`src/ue2u_pkg.sv`:
```
// Shared types, constants and helper functions of the unicode escape to UTF-8 decoder.
`timescale 1ns / 1ps
`default_nettype none
package ue2u_pkg;

    localparam logic [7:0] ESC_SLASH = 8'h5C;
    localparam logic [7:0] ESC_U     = 8'h75;

    localparam int HELD_DEPTH  = 5;
    localparam int MAX_RUN     = HELD_DEPTH + 1;
    localparam int RUN_CNT_W   = $clog2(MAX_RUN + 1);
    localparam int QUEUE_DEPTH = 2;

    typedef logic [7:0] byte_t;

    typedef struct packed {
        logic [MAX_RUN-1:0][7:0] bytes;
        logic [RUN_CNT_W-1:0]    cnt;
        logic                    last;
    } run_t;

    function automatic logic hex_ok(input byte_t b);
        hex_ok = (b >= 8'h30 && b <= 8'h39) || (b >= 8'h41 && b <= 8'h46)
              || (b >= 8'h61 && b <= 8'h66);
    endfunction

    function automatic logic [3:0] hex_val(input byte_t b);
        logic [3:0] v;
        v = 4'd0;
        if (b >= 8'h30 && b <= 8'h39) begin
            v = b[3:0];
        end
        else if ((b >= 8'h41 && b <= 8'h46) || (b >= 8'h61 && b <= 8'h66)) begin
            v = b[3:0] + 4'd9;
        end
        hex_val = v;
    endfunction

endpackage
`default_nettype wire

```
`src/unicode_escape_to_utf8.sv`:
```
// Top level of the backslash-u escape to UTF-8 stream decoder.
//
//  channel | signals                                    | handshake
//  --------+--------------------------------------------+-----------------------
//  in      | in_byte[7:0], in_last                      | in_valid / in_ready
//  out     | out_byte[7:0], out_run_last, out_text_end  | out_valid / out_ready
//
// One input item is accepted per cycle while the run queue has room.
// The serializer sends one byte per cycle unless out_ready stalls the output;
// a byte passes through the run queue, the current-run register and the output
// register. Reset clears the matcher, queue and output stage at once.
// in_ready drops only when the run queue is full.
`timescale 1ns / 1ps
`default_nettype none
module unicode_escape_to_utf8
    import ue2u_pkg::*;
#(
    parameter int QDEPTH = QUEUE_DEPTH
)
(
    input  wire logic       clk,
    input  wire logic       rst_n,
    input  wire logic       in_valid,
    output logic            in_ready,
    input  wire logic [7:0] in_byte,
    input  wire logic       in_last,
    output logic            out_valid,
    input  wire logic       out_ready,
    output logic [7:0]      out_byte,
    output logic            out_run_last,
    output logic            out_text_end
);

    run_t front_run;
    run_t q_data;
    logic push;
    logic q_full;
    logic q_valid;
    logic q_pop;
    logic take;

    assign in_ready = !q_full;
    assign take     = in_valid && in_ready;

    ue2u_front u_front (
        .clk     (clk),
        .rst_n   (rst_n),
        .take    (take),
        .in_byte (in_byte),
        .in_last (in_last),
        .run     (front_run),
        .push    (push)
    );

    ue2u_queue #(
        .DEPTH (QDEPTH)
    ) u_queue (
        .clk   (clk),
        .rst_n (rst_n),
        .push  (push),
        .wdata (front_run),
        .full  (q_full),
        .pop   (q_pop),
        .rdata (q_data),
        .valid (q_valid)
    );

    ue2u_back u_back (
        .clk          (clk),
        .rst_n        (rst_n),
        .q_valid      (q_valid),
        .q_data       (q_data),
        .q_pop        (q_pop),
        .out_valid    (out_valid),
        .out_ready    (out_ready),
        .out_byte     (out_byte),
        .out_run_last (out_run_last),
        .out_text_end (out_text_end)
    );

endmodule
`default_nettype wire

```
`src/ue2u_front.sv`:
```
// Front end: escape matcher that turns accepted items into runs of result bytes.
`timescale 1ns / 1ps
`default_nettype none
module ue2u_front
    import ue2u_pkg::*;
(
    input  wire logic  clk,
    input  wire logic  rst_n,
    input  wire logic  take,
    input  wire byte_t in_byte,
    input  wire logic  in_last,
    output run_t       run,
    output logic       push
);

    typedef enum logic [2:0] {
        ST_IDLE  = 3'd0,
        ST_SLASH = 3'd1,
        ST_U     = 3'd2,
        ST_H1    = 3'd3,
        ST_H2    = 3'd4,
        ST_H3    = 3'd5
    } stage_t;

    stage_t stage_reg, stage_next;
    byte_t  held_reg [HELD_DEPTH];

    logic                 is_hex;
    logic                 cont;
    logic                 complete;
    logic [2:0]           st_cnt;
    logic                 wr_en;
    logic [2:0]           wr_idx;
    logic [15:0]          cp;
    run_t                 run_c;

    always_comb
    begin
        is_hex   = hex_ok(in_byte);
        st_cnt   = stage_reg;
        complete = (stage_reg == ST_H3) && is_hex;
        cp       = {hex_val(held_reg[2]), hex_val(held_reg[3]),
                    hex_val(held_reg[4]), hex_val(in_byte)};

        case (stage_reg)
            ST_IDLE:  cont = (in_byte == ESC_SLASH);
            ST_SLASH: cont = (in_byte == ESC_U);
            ST_U:     cont = is_hex;
            ST_H1:    cont = is_hex;
            ST_H2:    cont = is_hex;
            ST_H3:    cont = is_hex;
            default:  cont = (in_byte == ESC_SLASH);
        endcase

        for (int k = 0; k < HELD_DEPTH; k++) begin
            run_c.bytes[k] = (3'(k) < st_cnt) ? held_reg[k] : in_byte;
        end
        run_c.bytes[MAX_RUN-1] = in_byte;
        run_c.last = in_last;
        run_c.cnt  = '0;
        stage_next = stage_reg;
        wr_en      = 1'b0;
        wr_idx     = st_cnt;

        if (complete) begin
            stage_next = ST_IDLE;
            if (cp[15:7] == '0) begin
                run_c.bytes[0] = cp[7:0];
                run_c.cnt      = RUN_CNT_W'(1);
            end
            else if (cp[15:11] == '0) begin
                run_c.bytes[0] = {3'b110, cp[10:6]};
                run_c.bytes[1] = {2'b10, cp[5:0]};
                run_c.cnt      = RUN_CNT_W'(2);
            end
            else begin
                run_c.bytes[0] = {4'b1110, cp[15:12]};
                run_c.bytes[1] = {2'b10, cp[11:6]};
                run_c.bytes[2] = {2'b10, cp[5:0]};
                run_c.cnt      = RUN_CNT_W'(3);
            end
        end
        else if (cont && !in_last) begin
            wr_en = 1'b1;
            case (stage_reg)
                ST_IDLE:  stage_next = ST_SLASH;
                ST_SLASH: stage_next = ST_U;
                ST_U:     stage_next = ST_H1;
                ST_H1:    stage_next = ST_H2;
                ST_H2:    stage_next = ST_H3;
                default:  stage_next = ST_IDLE;
            endcase
        end
        else if (!cont && (in_byte == ESC_SLASH) && !in_last) begin
            run_c.cnt  = RUN_CNT_W'(st_cnt);
            wr_en      = 1'b1;
            wr_idx     = 3'd0;
            stage_next = ST_SLASH;
        end
        else begin
            run_c.cnt  = RUN_CNT_W'({1'b0, st_cnt} + 4'd1);
            stage_next = ST_IDLE;
        end
    end

    assign run  = run_c;
    assign push = take && (run_c.cnt != '0);

    always_ff @(posedge clk or negedge rst_n)
    begin
        if (!rst_n) begin
            stage_reg <= ST_IDLE;
        end
        else if (take) begin
            stage_reg <= stage_next;
        end
    end

    always_ff @(posedge clk)
    begin
        if (take && wr_en) begin
            held_reg[wr_idx] <= in_byte;
        end
    end

endmodule
`default_nettype wire

```
`src/ue2u_queue.sv`:
```
// Short run queue between the matcher and the byte serializer.
`timescale 1ns / 1ps
`default_nettype none
module ue2u_queue
    import ue2u_pkg::*;
#(
    parameter int DEPTH = QUEUE_DEPTH
)
(
    input  wire logic clk,
    input  wire logic rst_n,
    input  wire logic push,
    input  wire run_t wdata,
    output logic      full,
    input  wire logic pop,
    output run_t      rdata,
    output logic      valid
);

    localparam int AW = (DEPTH > 1) ? $clog2(DEPTH) : 1;
    localparam int CW = $clog2(DEPTH + 1);
    localparam logic [AW-1:0] LAST_PTR = AW'(DEPTH - 1);
    localparam logic [CW-1:0] FULL_CNT = CW'(DEPTH);

    run_t          mem_reg [DEPTH];
    logic [AW-1:0] wr_ptr_reg, wr_ptr_next;
    logic [AW-1:0] rd_ptr_reg, rd_ptr_next;
    logic [CW-1:0] cnt_reg, cnt_next;
    logic          do_push;
    logic          do_pop;

    assign full    = (cnt_reg == FULL_CNT);
    assign valid   = (cnt_reg != '0);
    assign rdata   = mem_reg[rd_ptr_reg];
    assign do_push = push && !full;
    assign do_pop  = pop && valid;

    always_comb
    begin
        wr_ptr_next = wr_ptr_reg;
        rd_ptr_next = rd_ptr_reg;
        cnt_next    = cnt_reg;
        if (do_push) begin
            wr_ptr_next = (wr_ptr_reg == LAST_PTR) ? '0 : wr_ptr_reg + AW'(1);
        end
        if (do_pop) begin
            rd_ptr_next = (rd_ptr_reg == LAST_PTR) ? '0 : rd_ptr_reg + AW'(1);
        end
        if (do_push && !do_pop) begin
            cnt_next = cnt_reg + CW'(1);
        end
        else if (do_pop && !do_push) begin
            cnt_next = cnt_reg - CW'(1);
        end
    end

    always_ff @(posedge clk or negedge rst_n)
    begin
        if (!rst_n) begin
            wr_ptr_reg <= '0;
            rd_ptr_reg <= '0;
            cnt_reg    <= '0;
        end
        else begin
            wr_ptr_reg <= wr_ptr_next;
            rd_ptr_reg <= rd_ptr_next;
            cnt_reg    <= cnt_next;
        end
    end

    always_ff @(posedge clk)
    begin
        if (do_push) begin
            mem_reg[wr_ptr_reg] <= wdata;
        end
    end

endmodule
`default_nettype wire

```
`src/ue2u_back.sv`:
```
// Back end: serializes queued runs into one output byte per cycle unless out_ready stalls the output.
`timescale 1ns / 1ps
`default_nettype none
module ue2u_back
    import ue2u_pkg::*;
(
    input  wire logic  clk,
    input  wire logic  rst_n,
    input  wire logic  q_valid,
    input  wire run_t  q_data,
    output logic       q_pop,
    output logic       out_valid,
    input  wire logic  out_ready,
    output byte_t      out_byte,
    output logic       out_run_last,
    output logic       out_text_end
);

    logic [MAX_RUN-1:0][7:0] cur_bytes_reg, cur_bytes_next;
    logic [RUN_CNT_W-1:0]    cur_cnt_reg, cur_cnt_next;
    logic                    cur_last_reg, cur_last_next;
    logic                    out_valid_reg, out_valid_next;
    byte_t                   out_byte_reg, out_byte_next;
    logic                    out_run_last_reg, out_run_last_next;
    logic                    out_text_end_reg, out_text_end_next;
    logic                    load_out;
    logic                    final_byte;

    always_comb
    begin
        load_out   = (cur_cnt_reg != '0) && (!out_valid_reg || out_ready);
        final_byte = (cur_cnt_reg == RUN_CNT_W'(1));
        q_pop      = q_valid && ((cur_cnt_reg == '0) || (load_out && final_byte));

        cur_bytes_next    = cur_bytes_reg;
        cur_cnt_next      = cur_cnt_reg;
        cur_last_next     = cur_last_reg;
        out_valid_next    = out_valid_reg;
        out_byte_next     = out_byte_reg;
        out_run_last_next = out_run_last_reg;
        out_text_end_next = out_text_end_reg;

        if (load_out) begin
            out_valid_next    = 1'b1;
            out_byte_next     = cur_bytes_reg[0];
            out_run_last_next = final_byte;
            out_text_end_next = final_byte && cur_last_reg;
            for (int k = 0; k < MAX_RUN - 1; k++) begin
                cur_bytes_next[k] = cur_bytes_reg[k+1];
            end
            cur_cnt_next = cur_cnt_reg - RUN_CNT_W'(1);
        end
        else if (out_ready) begin
            out_valid_next = 1'b0;
        end

        if (q_pop) begin
            cur_bytes_next = q_data.bytes;
            cur_cnt_next   = q_data.cnt;
            cur_last_next  = q_data.last;
        end
    end

    always_ff @(posedge clk or negedge rst_n)
    begin
        if (!rst_n) begin
            cur_cnt_reg   <= '0;
            out_valid_reg <= 1'b0;
        end
        else begin
            cur_cnt_reg   <= cur_cnt_next;
            out_valid_reg <= out_valid_next;
        end
    end

    always_ff @(posedge clk)
    begin
        cur_bytes_reg    <= cur_bytes_next;
        cur_last_reg     <= cur_last_next;
        out_byte_reg     <= out_byte_next;
        out_run_last_reg <= out_run_last_next;
        out_text_end_reg <= out_text_end_next;
    end

    assign out_valid    = out_valid_reg;
    assign out_byte     = out_byte_reg;
    assign out_run_last = out_run_last_reg;
    assign out_text_end = out_text_end_reg;

endmodule
`default_nettype wire

```
`config.mk`:
```
export PLATFORM = sky130hd
export DESIGN_NAME = unicode_escape_to_utf8
export DESIGN_NICKNAME = d
export VERILOG_FILES = /design/src/ue2u_pkg.sv /design/src/unicode_escape_to_utf8.sv /design/src/ue2u_front.sv /design/src/ue2u_queue.sv /design/src/ue2u_back.sv
export SDC_FILE = /design/constraint.sdc
export NUM_CORES = 1
export LEC_CHECK = 0
export BUFFER_PORTS_ARGS = -buffer_cell sky130_fd_sc_hd__buf_2
export CAP_MARGIN = 20
export CELL_PAD_IN_SITES_DETAIL_PLACEMENT = 0
export CELL_PAD_IN_SITES_GLOBAL_PLACEMENT = 1
export CORE_MARGIN = 2
export CORE_UTILIZATION = 51
export CTS_CLUSTER_SIZE = 16
export DETAILED_ROUTE_END_ITERATION = 8
export PLACE_DENSITY = 0.76
export SYNTH_ARGS = -nofsm -noshare
export SYNTH_HDL_FRONTEND = slang
export SYNTH_SLANG_ARGS = --single-unit
```
`constraint.sdc`:
```
create_clock -name clk -period 13.7 [get_ports clk]
set_clock_uncertainty 0.05 [all_clocks]
set_input_delay 2.74 -clock clk [delete_from_list [all_inputs] [get_ports clk]]
set_output_delay 2.74 -clock clk [all_outputs]
set_load 0.05 [all_outputs]
```
==> impl_metrics.tcl, run 1 <==
set metrics [dict create \
    worstPathCellList "buf_2 -> inv_1 -> ha_1 -> inv_1 -> o311a_2 -> nor2_4 -> or2_0 -> a41oi_2 -> a31o_4 -> nor2_4 -> buf_4" \
    ratio_of_final_minimum_period_to_clock_period_pct 43.11 \
    totalWireLength_um 21660 \
    ys_types 79 \
    number_of_clock_buffers_inserted_by_tritoncts 23 \
    rows 50 \
    post_syn_nets 754 \
    post_cts.repair.setup_buffers 0 \
    leakagePower_nw 3.912 \
    ys.flop_type "sky130_fd_sc_hd__edfxtp_1" \
    final_net_count 780 \
    dominant_combinational_cell_family_by_area_after_synthesis "compound AO/OA/AOI/OAI gates" \
    worst-path-buf-inv 4 \
    pre_antenna_drt_iters 5 \
    ant_nets 0 \
    fin_tns_setup_ns 0 \
    ys.warnings.count 0 \
    antennaDiodeCount 0 \
    largest_register_ff_count 104 \
    max-cap-violations 0 \
    syn_std_cell_area_um2 9802 \
    crit_path_start_kind "input port" \
    worstSkewPairLatency_ns 0.51 \
    grt.total_usage_pct 21.86 \
    core_area_um2 18770 \
    gp_congestion 0.8630 \
    most_common_cell_after_layout_fill_and_taps_aside "sky130_fd_sc_hd__edfxtp_1" \
    crit_path_top_delay_cell "sky130_fd_sc_hd__or2_0" \
    hold_ws_ns 0.3691 \
    synth_seq_area_share_pct 65.00 \
    die_w_um 142.6 \
    worst_path_dominant_cell_family "compound AO/OA/AOI/OAI gates" \
    critical_path_peak_fanout 52 \
    floorplan.initialDensity_pct 52.23 \
    area_growth_syn_to_layout_pct 10.97 \
    critPathRequiredTime_ns 13.79 \
    vias 5796 \
    worst_slack_setup_final_ns 7.794 \
    viasPerCell 5.843 \
    cp-end-kind "register" \
    dp_worst_setup_slack_ns 7.235 \
    finalSetupViolCount 0 \
    yosys-mux-area-fraction_pct 8.974 \
    timing.slew.headroom_pct 34.16 \
    synth-edff-count 203 \
    multi_input_comb_area_um2 3192 \
    synth_adder_area_share_pct 3.191 \
    grt_pass1_vias 5746 \
    finish.instance_area_um2 10880 \
    synth_compound_gate_area_share_pct 10.14 \
    cts_num_sinks 214 \
    grt_setup_unrepaired "false" \
    worst_hold_path_type "register to register" \
    mostFrequentLayoutCells "sky130_fd_sc_hd__edfxtp_1, sky130_fd_sc_hd__a21oi_1, sky130_fd_sc_hd__nor2_1" \
    clock_tree.buffer_depth 3 \
    globalRoute.totalOverflow 0 \
    grt_first_pass_wirelength_um 33320 \
    clock_pin_slew_of_the_registers_on_the_worst_case_setup_and_hold_paths_ns 0.06 \
    maximum_number_of_pins_on_one_net_before_global_route_repair 98 \
    max_slew.worst_pin.slew_ns 0.9877 \
    powerDensity_nw_per_um2 191.8 \
    postSynthCellCount 716 \
    cp_slowest_stage_delay_ns 0.69 \
    clockRootBuffer "sky130_fd_sc_hd__clkbuf_16" \
    cts.repair.resized 0 \
    worst_ir_drop_vdd_mv 0.1087 \
    fp.dieH_um 142.6 \
    worst-endpoint-arrival_ns 6.00 \
    floorplan.die_area_um2 20340 \
    worstSetupPathType "input port to register" \
    placedCellCount 950 \
    hpwl_um 14330 \
    fillerInstances 1504 \
    slew_violations 0 \
    avgSynthCellArea_um2 13.69 \
    io_pins 25 \
    holdBufCountCts 0 \
    tritoncts_clock_tree "done" \
    ff_latch_area_um2 6372 \
    report.final.hold_viol_count 0 \
    simple_gate_share_of_the_synthesized_area_pct 9.433 \
    synth.ff_latch_count 214 \
    layout.cells.non_filler 992 \
    detail_route.drc_violations 0 \
    antenna_found_initial 0 \
    drt_first_iter_violations 442 \
    cts_max_level 1 \
    final_period_minus_worst_setup_slack_ns 5.906 \
    fmax_mhz 169.3 \
    dpl-instance-area_um2 10120 \
    synth-xor-area-share_pct 0.6255 \
    async_flop_share_pct 5.140 \
    status "complete, no violations" \
    drive_gt1_share_pct 15.30 \
    wl_per_cell_um 21.84 \
    buffer_ports.inserted 24 \
]
[layout make-up]
type | instances | share of cell area [%]
well taps | 234 | 2.692
flip-flops and latches | 214 | 58.59
inverters | 26 | 0.8973
multi-input cells | 446 | 29.35
clock buffers | 24 | 5.326
repair buffers | 31 | 1.564
clock inverters | 17 | 1.587
[synth_stat cells, drive strengths merged, types with 4 or more instances]
cell type    n  area, um^2
nand3       10       50.05
and3         4       25.02
ha          25       312.8
o21ai       25       128.9
nor2b        4       25.02
or2          5       31.28
o21bai       4       30.03
buf         12       93.83
mux2        23       259.0
nor2        75       299.0
a21oi       74       396.6
clkbuf      18       67.56
edfxtp     203        6096
nand2b       6       37.54
mux2i       62       620.6
xnor2        4       35.03
a31oi        7       43.79
nand2       48       185.2
inv         26       97.59
a211oi       6       50.05
dfrtp       11       275.3
[metrics by stage]
step	utilization (%)	total power, mW
finish	57.95	2.086
global route	57.95	2.186
CTS	57.93	2.106
detailed placement	53.92	1.493
global placement	53.92	1.475
floorplan	-	1.359
[cells by family after synthesis]
group,after synthesis
AOI/OAI and AO/OA,150
xor gates and xnor gates,7
adders and majority gates,25
buffers and inverters,56
DFF,214
muxes,85
and+or+nand+nor,179
[power by group]
group	switching [mW]	leakage, nW	total, mW	internal (mW)
registers	0.0469	2.02	0.999	0.952
logic	0.325	1.52	0.476	0.150
clock network	0.248	0.368	0.612	0.365
total	0.620	3.91	2.09	1.47
[final timing paths]
kind / slack, ns / depth (start not counted) / startpoint / endpoint
max: 7.79 / 11 / in_byte[0] / u_queue.mem_reg[1][51]$_DFFE_PP_
min: 0.37 / 0 / u_back.cur_bytes_reg[1]$_DFFE_PP_ / u_back.out_byte[1]$_DFFE_PP_
max reg2reg: 9.93 / 10 / u_front.st_cnt[0]$_DFFE_PN0P_ / u_queue.mem_reg[1][51]$_DFFE_PP_
min reg2reg: 0.37 / 0 / u_back.cur_bytes_reg[1]$_DFFE_PP_ / u_back.out_byte[1]$_DFFE_PP_
max in group asynchronous: 11.33 / 1 / rst_n / u_queue.rd_ptr_reg$_DFFE_PN0P_
min in group asynchronous: 2.04 / 1 / rst_n / u_front.st_cnt[0]$_DFFE_PN0P_
[metal layers]
metal | track usage, % | vias to the layer above | routed length [um]
met3 | 2.549 | 44 | 912
met4 | 7.817 | 0 | 745
li1 | - | 2742 | -
met1 | 31.22 | 2859 | 10050
met2 | 34.97 | 151 | 9957
met5 | 0 | - | 0
(Power assumes the default switching activity.)
==> run 2, diff against run 1 <==
--- a/config.mk
+++ b/config.mk
@@ -5,15 +5,16 @@
 export SDC_FILE = /design/constraint.sdc
 export NUM_CORES = 1
 export LEC_CHECK = 0
+export ABC_AREA = 1
 export BUFFER_PORTS_ARGS = -buffer_cell sky130_fd_sc_hd__buf_2
 export CAP_MARGIN = 20
 export CELL_PAD_IN_SITES_DETAIL_PLACEMENT = 0
 export CELL_PAD_IN_SITES_GLOBAL_PLACEMENT = 1
 export CORE_MARGIN = 2
-export CORE_UTILIZATION = 51
+export CORE_UTILIZATION = 45
 export CTS_CLUSTER_SIZE = 16
 export DETAILED_ROUTE_END_ITERATION = 8
-export PLACE_DENSITY = 0.76
+export PLACE_DENSITY = 0.73
 export SYNTH_ARGS = -nofsm -noshare
 export SYNTH_HDL_FRONTEND = slang
 export SYNTH_SLANG_ARGS = --single-unit
==> constraint.sdc (replaced) <==
create_clock -name clk -period 4.9 [get_ports clk]
set_clock_uncertainty 0.05 [all_clocks]
set_input_delay 0.98 -clock clk [delete_from_list [all_inputs] [get_ports clk]]
set_output_delay 0.98 -clock clk [all_outputs]
set_load 0.05 [all_outputs]
==> impl_metrics.tcl, run 2 <==
set metrics [dict create \
    avgSynthCellArea_um2 10.85 \
    worst_hold_path_type "input port to async pin" \
    power_switching_share_pct 32.26 \
    largest_register_ff_count 104 \
    critPathRequiredTime_ns 5.24 \
    synth-xor-area-share_pct 0.7191 \
    dpl-instance-area_um2 10190 \
    grt_first_pass_wirelength_um 34010 \
    vias 6427 \
    cts_max_level 1 \
    ant_nets 0 \
    yosys.cell_count.top_type "sky130_fd_sc_hd__nand2_1" \
    tritoncts_clock_tree "done" \
    finish.instance_area_um2 10920 \
    synth_compound_gate_area_share_pct 8.591 \
    fp.dieH_um 151.1 \
    clock_tree.buffer_depth 3 \
    worst_slack_setup_final_ns 1.293 \
    drt_first_iter_violations 527 \
    postSynthCellCount 898 \
    p_clk_share_pct 26.7 \
    simple_gate_share_of_the_synthesized_area_pct 18.06 \
    max-cap-violations 0 \
    clockRootBuffer "sky130_fd_sc_hd__clkbuf_16" \
    leakagePower_nw 4.258 \
    ys_types 47 \
    gp_congestion 0.8784 \
    cp-end-kind "register" \
    dp_worst_setup_slack_ns 0.9106 \
    final_period_minus_worst_setup_slack_ns 3.607 \
    worst_ir_drop_vdd_mv 0.2929 \
    grt_pass1_vias 5926 \
    final_util_pct 51.62 \
    p_int_mw 4.178 \
    dominant_combinational_cell_family_by_area_after_synthesis "simple AND/OR/NAND/NOR gates" \
    totalWireLength_um 21920 \
    worstSkewPairLatency_ns 0.50 \
    yosys-top-cells-count "sky130_fd_sc_hd__nand2_1, sky130_fd_sc_hd__edfxtp_1, sky130_fd_sc_hd__nor2_1" \
    synth_adder_area_share_pct 3.210 \
    async_flop_share_pct 5.140 \
    synth-edff-count 203 \
    maximum_number_of_pins_on_one_net_before_global_route_repair 54 \
    slew_violations 0 \
    cts_num_sinks 214 \
    wl_per_cell_um 17.98 \
    max_slew.worst_pin.slew_ns 1.066 \
    finalSetupViolCount 0 \
    pre_antenna_drt_iters 5 \
    ys.flop_type "sky130_fd_sc_hd__edfxtp_1" \
    rows 53 \
    powerDensity_nw_per_um2 564.8 \
    seq_power_share_pct 46.7 \
    timing.slew.headroom_pct 28.46 \
    worstSetupPathType "register to register" \
    buffer_ports.inserted 24 \
    cts.repair.resized 0 \
    core_area_um2 21150 \
    yosys-mux-area-fraction_pct 0 \
    area_growth_syn_to_layout_pct 12.07 \
    floorplan.initialDensity_pct 46.06 \
    fmax_mhz 277.3 \
    globalRoute.totalOverflow 0 \
    ys.warnings.count 0 \
    post-synth-top-area-fraction_pct 62.57 \
    post_cts.repair.setup_buffers 0 \
    ff_latch_area_um2 6371 \
    syn_std_cell_area_um2 9743 \
    clock_pin_slew_of_the_registers_on_the_worst_case_setup_and_hold_paths_ns 0.06 \
    detail_route.drc_violations 0 \
    grt.total_usage_pct 19.76 \
    grt_setup_unrepaired "false" \
    number_of_clock_buffers_inserted_by_tritoncts 23 \
    critical_path_peak_fanout 11 \
    final_net_count 967 \
    most_common_cell_after_layout_fill_and_taps_aside "sky130_fd_sc_hd__nand2_1" \
    synth.largest_area_cell "sky130_fd_sc_hd__edfxtp_1" \
    report.final.hold_viol_count 0 \
    io_pins 25 \
    post_syn_nets 936 \
    die_w_um 151.1 \
    drive_gt1_share_pct 12.29 \
    synthTopCellsByArea "sky130_fd_sc_hd__edfxtp_1, sky130_fd_sc_hd__nand2_1, sky130_fd_sc_hd__nor2_1" \
    mostFrequentLayoutCells "sky130_fd_sc_hd__nand2_1, sky130_fd_sc_hd__edfxtp_1, sky130_fd_sc_hd__nor2_1" \
    combPwrFrac_pct 26.6 \
    status "complete, no violations" \
    viasPerCell 5.272 \
    worst-endpoint-arrival_ns 3.94 \
    synth.ff_latch_count 214 \
    multi_input_comb_area_um2 2989 \
    fillerInstances 1870 \
    p_switching_mw 1.989 \
    floorplan.die_area_um2 22840 \
    fin_tns_setup_ns 0 \
    holdBufCountCts 0 \
    ratio_of_final_minimum_period_to_clock_period_pct 73.61 \
    hpwl_um 14760 \
    synth_seq_area_share_pct 65.39 \
    crit_path_start_kind "register" \
    antennaDiodeCount 0 \
    antenna_found_initial 0 \
]
-- run 2: cell families (layout without fill, tap and decap cells) --
family,Yosys count,in the layout
adder cells (fa/ha/maj),25,25
AO/OA/AOI/OAI,144,144
XOR/XNOR,8,8
AND/OR/NAND/NOR,409,409
flip-flops,214,214
buffers and inverters,98,144
-- run 2: per-layer routing --
layer	up-vias	track usage, %	share of wire (%)
li1	3158	-	-
met1	3060	28.56	47
met2	174	31.68	46
met3	35	2.922	5.0
met4	0	4.907	2.1
met5	-	0	0
-- run 2: path summary, 6_finish.rpt --
kind / from / end / slack [ns] / cells past startpoint
worst max register to register: u_front.held_reg[2][0]$_DFFE_PP_ / u_queue.cnt_reg[1]$_DFFE_PN0P_ / 1.29 / 17
min in group clk: u_back.cur_bytes_reg[4]$_DFFE_PP_ / u_back.out_byte[4]$_DFFE_PP_ / 0.37 / 0
worst min register to register: u_back.cur_bytes_reg[4]$_DFFE_PP_ / u_back.out_byte[4]$_DFFE_PP_ / 0.37 / 0
max in group asynchronous: rst_n / u_front.st_cnt[0]$_DFFE_PN0P_ / 4.29 / 1
worst max-delay path: u_front.held_reg[2][0]$_DFFE_PP_ / u_queue.cnt_reg[1]$_DFFE_PN0P_ / 1.29 / 17
worst min-delay path: rst_n / u_back.cur_cnt_reg[2]$_DFFE_PN0P_ / 0.30 / 1
-- run 2: worst max-delay path, cell delays in order (launching register included) --
cell	delay, ns
sky130_fd_sc_hd__edfxtp_1	0.50
sky130_fd_sc_hd__inv_1	0.24
sky130_fd_sc_hd__ha_1	0.20
sky130_fd_sc_hd__nor2_1	0.04
sky130_fd_sc_hd__o21ai_1	0.20
sky130_fd_sc_hd__nand2_1	0.13
sky130_fd_sc_hd__o21ai_0	0.10
sky130_fd_sc_hd__nand2_1	0.07
sky130_fd_sc_hd__nand2_1	0.15
sky130_fd_sc_hd__nand3_2	0.34
sky130_fd_sc_hd__o21ai_4	0.44
sky130_fd_sc_hd__nand2_4	0.10
sky130_fd_sc_hd__o21bai_4	0.20
sky130_fd_sc_hd__inv_1	0.07
sky130_fd_sc_hd__ha_1	0.30
sky130_fd_sc_hd__a21oi_1	0.12
sky130_fd_sc_hd__o21ai_0	0.11
sky130_fd_sc_hd__xnor2_1	0.13
-- run 2: area by class of cell --
class / count / area share (%)
Sequential cell: 214 / 58.35
Multi-Input combinational cell: 586 / 27.37
Clock buffer: 32 / 5.672
Tap cell: 275 / 3.151
Inverter: 69 / 2.418
Timing Repair Buffer: 35 / 2.200
Clock inverter: 8 / 0.8365
-- run 2: per-stage QoR --
step	total power [mW]	hold slack (ns)	cells
after floorplan	4.084	0.3503	898
final	6.168	0.2951	1219
after global placement	4.551	0.3506	1178
after detailed placement	4.575	0.3552	1178
after global routing	6.526	0.2981	1219
after CTS	6.226	0.2819	1218
-- run 2: power by group through the flow --
stage                     logic, mW  registers (mW)  clock network [mW]
after floorplan                1.01            3.07                   0
after global placement         1.63            2.92                   0
after detailed placement       1.65            2.93                   0
after CTS                      1.65            2.89                1.68
after global routing           1.84            2.93                1.76
final                          1.64            2.88                1.65
